File: src/hw/rtl/ttrc_pkg.sv
`timescale 1ns / 1ps

package ttrc_pkg;

    // Field widths
    localparam int CMD_W   = 3;
    localparam int FORCE_W = 20;
    localparam int EXT_W   = 24;
    localparam int ELIM_W  = 23;
    localparam int BUZZ_W  = 16;
    localparam int MM_W    = EXT_W - 8;
    localparam int MODE_W  = 2;
    localparam int DRV_W   = 2;
    localparam int CFG_IDX_W  = 2;
    localparam int CFG_DATA_W = 23;

    // Run states, also the run_status code
    typedef enum logic [1:0] {
        ST_IDLE = 2'd0,
        ST_RUN  = 2'd1,
        ST_STOP = 2'd2
    } t_run_state;

    // Input commands
    localparam logic [CMD_W-1:0] CMD_READING = 3'd0;
    localparam logic [CMD_W-1:0] CMD_START   = 3'd1;
    localparam logic [CMD_W-1:0] CMD_RESET   = 3'd2;
    localparam logic [CMD_W-1:0] CMD_TARE    = 3'd3;
    localparam logic [CMD_W-1:0] CMD_TICK    = 3'd4;

    // Actuator commands
    localparam logic [DRV_W-1:0] DRV_NONE = 2'd0;
    localparam logic [DRV_W-1:0] DRV_RUN  = 2'd1;
    localparam logic [DRV_W-1:0] DRV_STOP = 2'd2;

    // Stop modes (the unused code behaves as break mode)
    localparam logic [MODE_W-1:0] MODE_BREAK = 2'd0;
    localparam logic [MODE_W-1:0] MODE_FORCE = 2'd1;
    localparam logic [MODE_W-1:0] MODE_EXT   = 2'd2;

    // Configuration register indexes
    localparam logic [CFG_IDX_W-1:0] CFG_STOP_MODE  = 2'd0;
    localparam logic [CFG_IDX_W-1:0] CFG_FORCE_LIM  = 2'd1;
    localparam logic [CFG_IDX_W-1:0] CFG_EXT_LIM    = 2'd2;
    localparam logic [CFG_IDX_W-1:0] CFG_BUZZ_TICKS = 2'd3;

    localparam logic [BUZZ_W-1:0] BUZZ_TICKS_RST = 16'd5000;

    // One result beat
    typedef struct packed {
        t_run_state         run_status;
        logic               status_event;
        logic               report_reading;
        logic [DRV_W-1:0]   drive_cmd;
        logic               buzzer_on;
        logic               tare_request;
    } t_result;

endpackage

File: src/hw/rtl/ttrc_in_if.sv
`timescale 1ns / 1ps

interface ttrc_in_if;
    logic                                valid;
    logic                                ready;
    logic [ttrc_pkg::CMD_W-1:0]          cmd;
    logic [ttrc_pkg::FORCE_W-1:0]        force_in;
    logic signed [ttrc_pkg::EXT_W-1:0]   extension_in;

    modport source (output valid, output cmd, output force_in, output extension_in,
                    input ready);
    modport sink   (input valid, input cmd, input force_in, input extension_in,
                    output ready);
endinterface

File: src/hw/rtl/ttrc_out_if.sv
`timescale 1ns / 1ps

interface ttrc_out_if;
    logic                          valid;
    logic                          ready;
    logic [1:0]                    run_status;
    logic                          status_event;
    logic                          report_reading;
    logic [ttrc_pkg::DRV_W-1:0]    drive_cmd;
    logic                          buzzer_on;
    logic                          tare_request;

    modport source (output valid, output run_status, output status_event,
                    output report_reading, output drive_cmd, output buzzer_on,
                    output tare_request, input ready);
    modport sink   (input valid, input run_status, input status_event,
                    input report_reading, input drive_cmd, input buzzer_on,
                    input tare_request, output ready);
endinterface

File: src/hw/rtl/tensile_test_run_controller.sv
`timescale 1ns / 1ps

// Run sequencer for one tensile test. Each input beat (reading, start/stop
// key, reset key, tare key or millisecond tick) yields exactly one result
// beat carrying the run status, event/report flags, actuator command, buzzer
// level and tare request. Beats pass through an input register, one stage of
// compare-and-transition logic that updates the run state, and an output
// register. A new beat is taken every cycle while the output accepts;
// output backpressure stalls the two registers in turn. Readings are
// published only while running and only when the force or the whole-mm
// extension changed; a run ends on the start/stop key or, per stop_mode, on
// break, force target or extension target. Configuration writes take effect
// at once and are meant to be issued while no beat is in flight.
module tensile_test_run_controller (
    input  logic                                i_clk,
    input  logic                                i_rst_n,
    ttrc_in_if.sink                             i_in,
    ttrc_out_if.source                          o_res,
    input  logic                                i_cfg_we,
    input  logic [ttrc_pkg::CFG_IDX_W-1:0]      i_cfg_idx,
    input  logic [ttrc_pkg::CFG_DATA_W-1:0]     i_cfg_data
);

    // Configuration registers
    logic [ttrc_pkg::MODE_W-1:0]  r_stop_mode;
    logic [ttrc_pkg::FORCE_W-1:0] r_force_lim;
    logic [ttrc_pkg::ELIM_W-1:0]  r_ext_lim;
    logic [ttrc_pkg::BUZZ_W-1:0]  r_buzz_ticks;

    // Run state
    ttrc_pkg::t_run_state         r_state, n_state;
    logic                         r_lf_vld, n_lf_vld;   // last force kept
    logic [ttrc_pkg::FORCE_W-1:0] r_last_force, n_last_force;
    logic signed [ttrc_pkg::MM_W-1:0] r_last_mm, n_last_mm;
    logic [ttrc_pkg::BUZZ_W-1:0]  r_buzz_cnt, n_buzz_cnt;

    // Input register
    logic                              r_s1_vld;
    logic [ttrc_pkg::CMD_W-1:0]        r_cmd;
    logic [ttrc_pkg::FORCE_W-1:0]      r_force;
    logic signed [ttrc_pkg::EXT_W-1:0] r_ext;

    // Output register
    logic                 r_out_vld;
    ttrc_pkg::t_result    r_res, n_res;

    logic out_load;
    logic s1_adv;

    assign out_load   = !r_out_vld || o_res.ready;
    assign s1_adv     = r_s1_vld && out_load;
    assign i_in.ready = !r_s1_vld || out_load;

    // Configuration writes
    always_ff @(posedge i_clk) begin
        if (!i_rst_n) begin
            r_stop_mode  <= ttrc_pkg::MODE_BREAK;
            r_force_lim  <= '0;
            r_ext_lim    <= '0;
            r_buzz_ticks <= ttrc_pkg::BUZZ_TICKS_RST;
        end else if (i_cfg_we) begin
            unique case (i_cfg_idx)
                ttrc_pkg::CFG_STOP_MODE:  r_stop_mode  <= i_cfg_data[ttrc_pkg::MODE_W-1:0];
                ttrc_pkg::CFG_FORCE_LIM:  r_force_lim  <= i_cfg_data[ttrc_pkg::FORCE_W-1:0];
                ttrc_pkg::CFG_EXT_LIM:    r_ext_lim    <= i_cfg_data[ttrc_pkg::ELIM_W-1:0];
                ttrc_pkg::CFG_BUZZ_TICKS: r_buzz_ticks <= i_cfg_data[ttrc_pkg::BUZZ_W-1:0];
                default: ;
            endcase
        end
    end

    // Input register
    always_ff @(posedge i_clk) begin
        if (!i_rst_n) begin
            r_s1_vld <= 1'b0;
        end else if (i_in.ready) begin
            r_s1_vld <= i_in.valid;
        end
    end

    always_ff @(posedge i_clk) begin
        if (i_in.valid && i_in.ready) begin
            r_cmd   <= i_in.cmd;
            r_force <= i_in.force_in;
            r_ext   <= i_in.extension_in;
        end
    end

    // Step logic
    logic signed [ttrc_pkg::MM_W-1:0] mm;
    logic [ttrc_pkg::EXT_W-1:0]       ext_abs;
    logic                             changed;
    logic                             stop_hit;

    always_comb begin
        mm      = ttrc_pkg::MM_W'(r_ext >>> 8);
        ext_abs = r_ext[ttrc_pkg::EXT_W-1] ? ttrc_pkg::EXT_W'(-r_ext)
                                           : ttrc_pkg::EXT_W'(r_ext);
        changed = !r_lf_vld || (r_last_force != r_force) || (r_last_mm != mm);
        unique case (r_stop_mode)
            ttrc_pkg::MODE_FORCE: stop_hit = !(r_force < r_force_lim);
            ttrc_pkg::MODE_EXT:   stop_hit = ext_abs > {1'b0, r_ext_lim};
            default:              stop_hit = r_lf_vld && (r_last_force != '0)
                                             && (r_force == '0);
        endcase
    end

    always_comb begin
        n_state      = r_state;
        n_lf_vld     = r_lf_vld;
        n_last_force = r_last_force;
        n_last_mm    = r_last_mm;
        n_buzz_cnt   = r_buzz_cnt;
        n_res        = '0;

        unique case (r_cmd)
            ttrc_pkg::CMD_READING: begin
                if (r_state == ttrc_pkg::ST_RUN && changed) begin
                    n_res.report_reading = 1'b1;
                    if (stop_hit) begin
                        n_state            = ttrc_pkg::ST_STOP;
                        n_buzz_cnt         = r_buzz_ticks;
                        n_res.status_event = 1'b1;
                        n_res.drive_cmd    = ttrc_pkg::DRV_STOP;
                        if (r_stop_mode != ttrc_pkg::MODE_FORCE &&
                            r_stop_mode != ttrc_pkg::MODE_EXT) begin
                            n_lf_vld = 1'b0;
                        end
                    end else begin
                        n_res.drive_cmd = ttrc_pkg::DRV_RUN;
                        n_lf_vld        = 1'b1;
                        n_last_force    = r_force;
                        n_last_mm       = mm;
                    end
                end
            end
            ttrc_pkg::CMD_START: begin
                n_res.status_event = 1'b1;
                unique case (r_state)
                    ttrc_pkg::ST_IDLE: begin
                        n_state         = ttrc_pkg::ST_RUN;
                        n_lf_vld        = 1'b0;
                        n_res.drive_cmd = ttrc_pkg::DRV_RUN;
                    end
                    ttrc_pkg::ST_RUN: begin
                        n_state    = ttrc_pkg::ST_STOP;
                        n_buzz_cnt = r_buzz_ticks;
                    end
                    default: begin
                        n_state         = ttrc_pkg::ST_RUN;
                        n_buzz_cnt      = '0;
                        n_res.drive_cmd = ttrc_pkg::DRV_RUN;
                    end
                endcase
            end
            ttrc_pkg::CMD_RESET: begin
                n_state            = ttrc_pkg::ST_IDLE;
                n_buzz_cnt         = '0;
                n_lf_vld           = 1'b0;
                n_res.status_event = 1'b1;
                n_res.drive_cmd    = ttrc_pkg::DRV_RUN;
            end
            ttrc_pkg::CMD_TARE: begin
                n_res.tare_request = 1'b1;
            end
            ttrc_pkg::CMD_TICK: begin
                // buzzer countdown; zero ticks behaves as one
                if (r_state == ttrc_pkg::ST_STOP) begin
                    if (r_buzz_cnt > ttrc_pkg::BUZZ_W'(1)) begin
                        n_buzz_cnt = r_buzz_cnt - ttrc_pkg::BUZZ_W'(1);
                    end else begin
                        n_buzz_cnt = '0;
                        n_state    = ttrc_pkg::ST_IDLE;
                    end
                end
            end
            default: ;
        endcase

        n_res.run_status = n_state;
        n_res.buzzer_on  = (n_state == ttrc_pkg::ST_STOP);
    end

    // State update as the beat moves to the output register
    always_ff @(posedge i_clk) begin
        if (!i_rst_n) begin
            r_state    <= ttrc_pkg::ST_IDLE;
            r_lf_vld   <= 1'b0;
            r_last_mm  <= '1;
            r_buzz_cnt <= '0;
        end else if (s1_adv) begin
            r_state    <= n_state;
            r_lf_vld   <= n_lf_vld;
            r_last_mm  <= n_last_mm;
            r_buzz_cnt <= n_buzz_cnt;
        end
    end

    always_ff @(posedge i_clk) begin
        if (s1_adv) begin
            r_last_force <= n_last_force;
            r_res        <= n_res;
        end
    end

    // Output register
    always_ff @(posedge i_clk) begin
        if (!i_rst_n) begin
            r_out_vld <= 1'b0;
        end else if (out_load) begin
            r_out_vld <= r_s1_vld;
        end
    end

    assign o_res.valid          = r_out_vld;
    assign o_res.run_status     = r_res.run_status;
    assign o_res.status_event   = r_res.status_event;
    assign o_res.report_reading = r_res.report_reading;
    assign o_res.drive_cmd      = r_res.drive_cmd;
    assign o_res.buzzer_on      = r_res.buzzer_on;
    assign o_res.tare_request   = r_res.tare_request;

    // Checks
    a_idle_buzz_clear: assert property (@(posedge i_clk) disable iff (!i_rst_n)
        r_state == ttrc_pkg::ST_IDLE |-> r_buzz_cnt == '0)
        else $error("buzz counter nonzero while idle");

    a_buzzer_tracks_stop: assert property (@(posedge i_clk) disable iff (!i_rst_n)
        r_out_vld |-> r_res.buzzer_on == (r_res.run_status == ttrc_pkg::ST_STOP))
        else $error("buzzer level disagrees with run status");

    a_drive_stop_event: assert property (@(posedge i_clk) disable iff (!i_rst_n)
        r_out_vld && r_res.drive_cmd == ttrc_pkg::DRV_STOP |->
            r_res.status_event && r_res.report_reading &&
            r_res.run_status == ttrc_pkg::ST_STOP)
        else $error("stop command without stop event");

    a_report_not_idle: assert property (@(posedge i_clk) disable iff (!i_rst_n)
        r_out_vld && r_res.report_reading |-> r_res.run_status != ttrc_pkg::ST_IDLE)
        else $error("reading published while idle");

    a_tare_alone: assert property (@(posedge i_clk) disable iff (!i_rst_n)
        r_out_vld && r_res.tare_request |->
            !r_res.status_event && !r_res.report_reading)
        else $error("tare beat carries other flags");

endmodule
File: src/flat_wrapper.sv
// flat-port wrapper written by rule: the top's interface ports become plain ports
module tensile_test_run_controller_flat 
  (i_clk, i_rst_n, i_cfg_we, i_cfg_idx, i_cfg_data, i_in_valid, i_in_cmd, i_in_force_in, i_in_extension_in, i_in_ready, o_res_valid, o_res_run_status, o_res_status_event, o_res_report_reading, o_res_drive_cmd, o_res_buzzer_on, o_res_tare_request, o_res_ready);
  ttrc_in_if i_in_i ();
  ttrc_out_if o_res_i ();
  input  logic i_clk;
  input  logic i_rst_n;
  input  logic i_cfg_we;
  input  logic [ttrc_pkg::CFG_IDX_W-1:0] i_cfg_idx;
  input  logic [ttrc_pkg::CFG_DATA_W-1:0] i_cfg_data;
  input wire logic [$bits(i_in_i.valid)-1:0] i_in_valid;
  input wire logic [$bits(i_in_i.cmd)-1:0] i_in_cmd;
  input wire logic [$bits(i_in_i.force_in)-1:0] i_in_force_in;
  input wire logic [$bits(i_in_i.extension_in)-1:0] i_in_extension_in;
  output wire logic [$bits(i_in_i.ready)-1:0] i_in_ready;
  output wire logic [$bits(o_res_i.valid)-1:0] o_res_valid;
  output wire logic [$bits(o_res_i.run_status)-1:0] o_res_run_status;
  output wire logic [$bits(o_res_i.status_event)-1:0] o_res_status_event;
  output wire logic [$bits(o_res_i.report_reading)-1:0] o_res_report_reading;
  output wire logic [$bits(o_res_i.drive_cmd)-1:0] o_res_drive_cmd;
  output wire logic [$bits(o_res_i.buzzer_on)-1:0] o_res_buzzer_on;
  output wire logic [$bits(o_res_i.tare_request)-1:0] o_res_tare_request;
  input wire logic [$bits(o_res_i.ready)-1:0] o_res_ready;
  assign i_in_i.valid = i_in_valid;
  assign i_in_i.cmd = i_in_cmd;
  assign i_in_i.force_in = i_in_force_in;
  assign i_in_i.extension_in = i_in_extension_in;
  assign i_in_ready = i_in_i.ready;
  assign o_res_valid = o_res_i.valid;
  assign o_res_run_status = o_res_i.run_status;
  assign o_res_status_event = o_res_i.status_event;
  assign o_res_report_reading = o_res_i.report_reading;
  assign o_res_drive_cmd = o_res_i.drive_cmd;
  assign o_res_buzzer_on = o_res_i.buzzer_on;
  assign o_res_tare_request = o_res_i.tare_request;
  assign o_res_i.ready = o_res_ready;
  tensile_test_run_controller u_core (.i_clk(i_clk), .i_rst_n(i_rst_n), .i_in(i_in_i), .o_res(o_res_i), .i_cfg_we(i_cfg_we), .i_cfg_idx(i_cfg_idx), .i_cfg_data(i_cfg_data));
endmodule
File: config.mk
export PLATFORM = sky130hd
export DESIGN_NAME = tensile_test_run_controller_flat
export DESIGN_NICKNAME = d
export VERILOG_FILES = /design/src/hw/rtl/ttrc_pkg.sv /design/src/hw/rtl/ttrc_in_if.sv /design/src/hw/rtl/ttrc_out_if.sv /design/src/hw/rtl/tensile_test_run_controller.sv /design/src/flat_wrapper.sv
export SDC_FILE = /design/constraint.sdc
export NUM_CORES = 1
export LEC_CHECK = 0
export ABC_AREA = 1
export BUFFER_PORTS_ARGS = -buffer_cell sky130_fd_sc_hd__buf_2
export CORE_ASPECT_RATIO = 1.2
export CORE_UTILIZATION = 25
export DETAILED_ROUTE_END_ITERATION = 7
export SYNTH_ARGS = -nofsm -noshare
export SYNTH_HDL_FRONTEND = slang
export SYNTH_SLANG_ARGS = --single-unit
File: constraint.sdc
create_clock -name i_clk -period 9.5 [get_ports i_clk]
set_input_delay 2.85 -clock i_clk [delete_from_list [all_inputs] [get_ports i_clk]]
set_output_delay 2.85 -clock i_clk [all_outputs]
set_load 0.01 [all_outputs]
==> flow_metrics.env, run 1 <==
export IMPL_firstDrtPassIters=5
export IMPL_internal_power_mw=1.32
export IMPL_detail_route_wl_per_cell_um=14.4
export IMPL_relative_slew_slack_pct=32.4
export IMPL_totalPowerFinal_mw=1.82
export IMPL_placed_area_um2=9660
export IMPL_x_dimension_of_the_die_um=173
export IMPL_synth_top_area_cell="sky130_fd_sc_hd__edfxtp_1"
export IMPL_via_per_inst=4.47
export IMPL_yosysSeqAreaShare_pct=47.9
export IMPL_drv_cap=0
export IMPL_regToRegSetupSlack_ps=5140
export IMPL_post_cts_setup_buffer_count=0
export IMPL_rows=74
export IMPL_critPathMaxFanout=3
export IMPL_synth_async_sr_flop_share_pct=0
export IMPL_grt_max_degree=95
export IMPL_grt_use_total_pct=13.1
export IMPL_synth_flop_cell="sky130_fd_sc_hd__dfxtp_1"
export IMPL_synth_area_um2=8790
export IMPL_dp_hpwl_mm=17.2
export IMPL_fin_skew_ps=10.4
export IMPL_clk_insertion_delay_late_ps=440
export IMPL_cts_repair_resized=0
export IMPL_slew_viol_final=0
export IMPL_cts_sinks=173
export IMPL_ant_nets=0
export IMPL_worst_setup_path_type="primary input to primary output"
export IMPL_dpl_cell_count=1574
export IMPL_post_synth_num_cell_types=42
export IMPL_synth_seq_cells=173
export IMPL_antenna_found_initial=0
export IMPL_final_core_utilization_pct=30.0
export IMPL_buffer_ports_inserted=86
export IMPL_cts_bufs_inserted=17
export IMPL_grt_pass1_vias=6727
export IMPL_timing_rr_end="u_core.r_last_force[10]"
export IMPL_pwr_density_cell_nw_per_um2=177
export IMPL_maximum_buffer_depth_of_the_clock_tree=2
export IMPL_grt_pass1_wl_mm=36.5
export IMPL_number_of_warnings_issued_by_yosys=0
export IMPL_finalSetupTns_ps=0
export IMPL_timing_final_hold_violations=0
export IMPL_cts_tree="done"
export IMPL_initial_core_util_pct=25.6
export IMPL_achievable_frequency_mhz=163
export IMPL_cts_reportedPaths_clkPinSlew_ps=70
export IMPL_synth_edff_count=75
export IMPL_floorplan_core_area_um2=34400
export IMPL_clockRootBuffer="sky130_fd_sc_hd__clkbuf_16"
export IMPL_worstSetupEndpoint="i_in_ready"
export IMPL_syn2layout_area_growth_pct=17.0
export IMPL_final_common_cell="sky130_fd_sc_hd__nand2_1"
export IMPL_dieArea_um2=35900
export IMPL_arrival_time_worst_endpoint_ps=3270
export IMPL_post_synth_main_area_contributors="sky130_fd_sc_hd__edfxtp_1, sky130_fd_sc_hd__dfxtp_1, sky130_fd_sc_hd__nand2_1"
export IMPL_finalSetupViolations=0
export IMPL_post_synth_top_area_fraction_pct=25.6
export IMPL_switching_share_pct=27.3
export IMPL_top_level_ports=87
export IMPL_post_route_period_util_pct=64.4
export IMPL_final_fill_count=3627
export IMPL_leakage_nw=4.39
export IMPL_proportion_of_power_drawn_by_flip_flops_and_latches_pct=46.1
export IMPL_worstPathRequired_ps=6650
export IMPL_worstMarginPinSlew_ps=1010
export IMPL_worst_r2r_cell_count=25
export IMPL_worstSetupStartpoint="o_res_ready"
export IMPL_vdd_ir_drop_max_mv=0.117
export IMPL_totalWireLength_mm=23.1
export IMPL_outcome="finished, final reports clean"
export IMPL_worst_r2r_startpoint="u_core.r_ext[0]"
export IMPL_mostFrequentLayoutCells="sky130_fd_sc_hd__nand2_1, sky130_fd_sc_hd__inv_1, sky130_fd_sc_hd__dfxtp_1"
export IMPL_cts_max_level=4
export IMPL_combPwrFrac_pct=12.5
export IMPL_syn_avg_cell_area_um2=8.31
export IMPL_first_iter_violations=608
export IMPL_syn_num_nets=1182
export IMPL_final_nets=1261
export IMPL_power_net_switching_uw=498
export IMPL_gpl_final_weighted_congestion=0.888
export IMPL_layout_min_cycle_time_ps=6120
export IMPL_rsz0062_at_grt="false"
export IMPL_vias=7182
export IMPL_worstHoldPathType="flop to flop"
export IMPL_fin_area_um2=10300
export IMPL_worst_hold_path_num_cells=2
export IMPL_setup_worst_path_end_class="primary output"
export IMPL_hold_buffers=0
export IMPL_clockPowerShare_pct=41.4
export IMPL_globalRoute_totalOverflow=0
export IMPL_die_y_um=207
export IMPL_timing_critical_path_from_type="primary input"
export IMPL_remaining_drc_errors=0
export IMPL_drive_above_1_share_pct=12.5
export IMPL_syn_inst=1058
export IMPL_instances_no_fill=1607
==> power by group through the flow <==
stage / combinational (mW) / clock [mW] / sequential [mW]
finish: 0.228 / 0.754 / 0.840
global route: 0.263 / 0.806 / 0.844
CTS: 0.230 / 0.773 / 0.840
detailed placement: 0.229 / 0 / 0.857
global placement: 0.223 / 0 / 0.857
floorplan: 0.164 / 0 / 0.845
==> routing by layer <==
| layer | vias to the layer above | part of all wire, % | track usage [%] |
|---|---|---|---|
| li1 | 3662 | - | - |
| met1 | 3312 | 46 | 17.0 |
| met2 | 182 | 48 | 22.0 |
| met3 | 26 | 4.5 | 2.45 |
| met4 | 0 | 1.6 | 3.91 |
| met5 | - | 0 | 0 |
==> worst min-delay path by stage <==
stage / start / end / slack [ps]
after CTS: u_core.r_buzz_ticks[0] / u_core.r_buzz_ticks[0] / 460
after global placement: u_core.r_buzz_ticks[1] / u_core.r_buzz_ticks[1] / 450
after detailed placement: u_core.r_buzz_ticks[0] / u_core.r_buzz_ticks[0] / 450
after floorplan: u_core.r_force[0] / u_core.r_last_force[0] / 430
final: u_core.r_buzz_ticks[0] / u_core.r_buzz_ticks[0] / 460
after global routing: u_core.r_force_lim[12] / u_core.r_force_lim[12] / 480
==> critical path, cell delays in order <==
cell and delay [ps]:
sky130_fd_sc_hd__buf_2 100, sky130_fd_sc_hd__inv_1 60, sky130_fd_sc_hd__nand3_1 100, sky130_fd_sc_hd__buf_2 160
==> cells by family after synthesis <==
group	Yosys count	share of synthesized area, %
flops	173	47.9
buf+inv	176	8.19
compound gates	204	12.1
fa+ha+maj	47	6.69
xor+xnor	44	4.38
simple gates	414	20.7
==> registers in the layout, indices dropped and copies added (netlist names), 2 cells and up <==
name,cells
u_core.r_force_lim,20
u_core.r_force,20
u_core.r_last_mm,16
u_core.r_state,2
u_core.r_buzz_ticks,16
u_core.r_last_force,20
u_core.r_stop_mode,2
u_core.r_buzz_cnt,16
u_core.o_res.drive_cmd,2
u_core.o_res.run_status,2
u_core.r_ext_lim,23
u_core.r_ext,24
u_core.r_cmd,3
==> cell type report <==
cell class | instances | area [µm²] | share of cell area (%)
inverter | 147 | 562 | 5.46
clock inverter | 15 | 205 | 1.99
timing repair buffer | 89 | 453 | 4.40
sequential | 173 | 4210 | 40.9
antenna | 1 | 2.50 | 0.0243
multi-input combinational | 709 | 3860 | 37.5
tap | 456 | 571 | 5.54
clock buffer | 17 | 425 | 4.13
==> cells in the mapped netlist, types with 4 or more instances <==
| cell | n |
|---|---|
| sky130_fd_sc_hd__ha_1 | 47 |
| sky130_fd_sc_hd__edfxtp_1 | 75 |
| sky130_fd_sc_hd__a21oi_1 | 96 |
| sky130_fd_sc_hd__o22ai_1 | 11 |
| sky130_fd_sc_hd__nor2_2 | 5 |
| sky130_fd_sc_hd__nand2_1 | 201 |
| sky130_fd_sc_hd__nand4_1 | 14 |
| sky130_fd_sc_hd__xnor2_1 | 18 |
| sky130_fd_sc_hd__nand3b_1 | 7 |
| sky130_fd_sc_hd__nor3_1 | 16 |
| sky130_fd_sc_hd__dfxtp_1 | 98 |
| sky130_fd_sc_hd__xor2_1 | 26 |
| sky130_fd_sc_hd__nor2_1 | 91 |
| sky130_fd_sc_hd__inv_1 | 142 |
| sky130_fd_sc_hd__nand3_1 | 54 |
| sky130_fd_sc_hd__a22oi_1 | 4 |
| sky130_fd_sc_hd__nor4_1 | 8 |
| sky130_fd_sc_hd__clkbuf_1 | 20 |
| sky130_fd_sc_hd__o21ai_0 | 84 |
| sky130_fd_sc_hd__buf_6 | 4 |
==> stage by stage <==
step | hold slack, ps | setup WS [ps]
global placement | 446 | 3390
global route | 478 | 3360
detailed placement | 450 | 3390
finish | 459 | 3380
CTS | 461 | 3390
floorplan | 426 | 3620
No activity file was read; power rests on OpenSTA's default activity.
==> run 2: changes to the inputs <==
==> constraint.sdc (replaced) <==
create_clock -name i_clk -period 5.2 [get_ports i_clk]
set_input_delay 1.56 -clock i_clk [delete_from_list [all_inputs] [get_ports i_clk]]
set_output_delay 1.56 -clock i_clk [all_outputs]
set_load 0.01 [all_outputs]
==> run 2 against run 1 <==
Global-route usage grew 0.29 points. Wire length grew 2.7%. Critical path depth grew 21. Power grew 78%. Via count grew 1.1%. Die area is the same. Final cell count is the same. Clock power grew 71%. Non-clock buffer count grew 1. Sequential share of layout area grew 0.15 points. First-iteration DRC count grew 2.5%. Sequential cell count is the same.
==> flow_metrics.env, run 2 (synthesized netlist as in run 1, its figures left out) <==
export IMPL_outcome="finished, final reports clean"
export IMPL_cts_tree="done"
export IMPL_antenna_found_initial=1
export IMPL_slew_viol_final=0
export IMPL_hold_ws_ps=458
export IMPL_totalWireLength_mm=23.7
export IMPL_placed_area_um2=9670
export IMPL_relative_slew_slack_pct=31.8
export IMPL_maximum_buffer_depth_of_the_clock_tree=2
export IMPL_gpl_final_weighted_congestion=0.921
export IMPL_timing_rr_end="u_core.r_last_force[9]"
export IMPL_dieArea_um2=35900
export IMPL_fin_skew_ps=9.87
export IMPL_hold_buffers=0
export IMPL_grt_pass1_wl_mm=37.3
export IMPL_rows=74
export IMPL_mostFrequentLayoutCells="sky130_fd_sc_hd__nand2_1, sky130_fd_sc_hd__inv_1, sky130_fd_sc_hd__dfxtp_1"
export IMPL_final_setup_worst_slack_ps=1040
export IMPL_clk_insertion_delay_late_ps=430
export IMPL_clockRootBuffer="sky130_fd_sc_hd__clkbuf_16"
export IMPL_finalSetupViolations=0
export IMPL_leakage_nw=4.36
export IMPL_ant_nets=0
export IMPL_worst_r2r_startpoint="u_core.r_ext[0]"
export IMPL_x_dimension_of_the_die_um=173
export IMPL_drive_above_1_share_pct=12.5
export IMPL_worstSetupStartpoint="u_core.r_ext[0]"
export IMPL_instances_no_fill=1607
export IMPL_via_per_inst=4.52
export IMPL_vias=7259
export IMPL_syn2layout_area_growth_pct=16.6
export IMPL_worstPathRequired_ps=5300
export IMPL_die_y_um=207
export IMPL_post_route_period_util_pct=80.1
export IMPL_cts_sinks=173
export IMPL_rsz0062_at_grt="false"
export IMPL_final_nets=1262
export IMPL_floorplan_core_area_um2=34400
export IMPL_regToRegSetupSlack_ps=1040
export IMPL_largest_register_ffs=24
export IMPL_kind_of_cell_adding_the_most_delay_to_the_critical_path="simple AND/OR/NAND/NOR gates"
export IMPL_cpMostUsedCell="sky130_fd_sc_hd__nand2_1"
export IMPL_stages_on_worst_setup_path=25
export IMPL_largest_regs="u_core.r_ext: 24 flops, u_core.r_ext_lim: 23 flops"
export IMPL_timing_critical_path_from_type="flop"
export IMPL_cts_bufs_inserted=17
export IMPL_critical_path_buf_inv_count=4
export IMPL_detail_route_wl_per_cell_um=14.7
export IMPL_grt_pass1_vias=6864
export IMPL_worstHoldPathType="flop to flop"
export IMPL_globalRoute_totalOverflow=0
export IMPL_placement_setup_worst_slack_ps=1080
export IMPL_worst_r2r_cell_count=25
export IMPL_setup_worst_path_end_class="flop"
export IMPL_timing_final_hold_violations=0
export IMPL_initial_core_util_pct=25.6
export IMPL_vdd_ir_drop_max_mv=0.157
export IMPL_buffer_ports_inserted=86
export IMPL_count_of_inserted_antenna_diode_cells=0
export IMPL_drv_cap=0
export IMPL_worstMarginPinSlew_ps=1020
export IMPL_timing_critical_path_slowest_stage_cell="sky130_fd_sc_hd__o31ai_1"
export IMPL_fin_area_um2=10300
export IMPL_pwr_density_cell_nw_per_um2=317
export IMPL_worst_setup_path_type="flop to flop"
export IMPL_critPathMaxFanout=36
export IMPL_largest_register="u_core.r_ext"
export IMPL_layout_min_cycle_time_ps=4160
export IMPL_dp_hpwl_mm=18.1
export IMPL_worstSetupEndpoint="u_core.r_last_force[9]"
export IMPL_grt_use_total_pct=13.4
export IMPL_first_iter_violations=623
export IMPL_cts_reportedPaths_clkPinSlew_ps=70
export IMPL_dpl_cell_count=1575
export IMPL_remaining_drc_errors=0
export IMPL_arrival_time_worst_endpoint_ps=4260
export IMPL_grt_max_degree=48
export IMPL_cts_max_level=4
export IMPL_final_common_cell="sky130_fd_sc_hd__nand2_1"
export IMPL_firstDrtPassIters=5
export IMPL_top_level_ports=87
export IMPL_timing_critical_path_slowest_cell_delay_ps=430
export IMPL_post_cts_setup_buffer_count=0
export IMPL_cts_repair_resized=0
export IMPL_achievable_frequency_mhz=240
export IMPL_finalSetupTns_ps=0
run 2: layout make-up:
cell class | count | area [µm²]
well taps | 456 | 571
multi-input cells | 709 | 3860
fillers | 3655 | 24100
repair buffers | 90 | 460
clock inverters | 14 | 158
flip-flops and latches | 173 | 4210
clock buffers | 18 | 429
inverters | 147 | 562
run 2: power breakdown:
part           leakage (nW)  total, mW  internal [mW]  switching [mW]
registers              1.52       1.53           1.48          0.0526
clock network         0.279       1.29          0.718           0.574
logic                  2.57      0.422          0.162           0.260
run 2: worst register-to-register path: cells and delay by family (launching register included):
| kind | cells | cell delay, ps |
|---|---|---|
| compound gates | 1 | 440 |
| xor+xnor | 1 | 80 |
| fa+ha+maj | 2 | 450 |
| buf+inv | 4 | 630 |
| flops | 1 | 360 |
| simple gates | 17 | 1870 |
run 2: worst min-delay path by stage:
stage                                       from                     end  slack, ps  cells past startpoint
after global placement    u_core.r_buzz_ticks[3]  u_core.r_buzz_ticks[3]        440                      2
after floorplan                u_core.r_force[0]  u_core.r_last_force[0]        430                      0
after detailed placement  u_core.r_buzz_ticks[3]  u_core.r_buzz_ticks[3]        440                      2
after CTS                 u_core.r_buzz_ticks[1]  u_core.r_buzz_ticks[1]        460                      2
final                     u_core.r_buzz_ticks[1]  u_core.r_buzz_ticks[1]        460                      2
after global routing       u_core.r_force_lim[1]   u_core.r_force_lim[1]        480                      2
run 2: metrics by stage:
step / utilization [%] / total power, mW
after floorplan: - / 1.84
after global placement: 28.1 / 1.98
after detailed placement: 28.1 / 1.99
after CTS: 29.8 / 3.29
after global routing: 29.8 / 3.41
final: 29.8 / 3.25
run 2: per-layer routing:
layer	GRT usage [%]	routed length (µm)
met5	0	0
met3	2.09	1140
met2	22.5	11400
met4	3.88	323
met1	17.7	10800
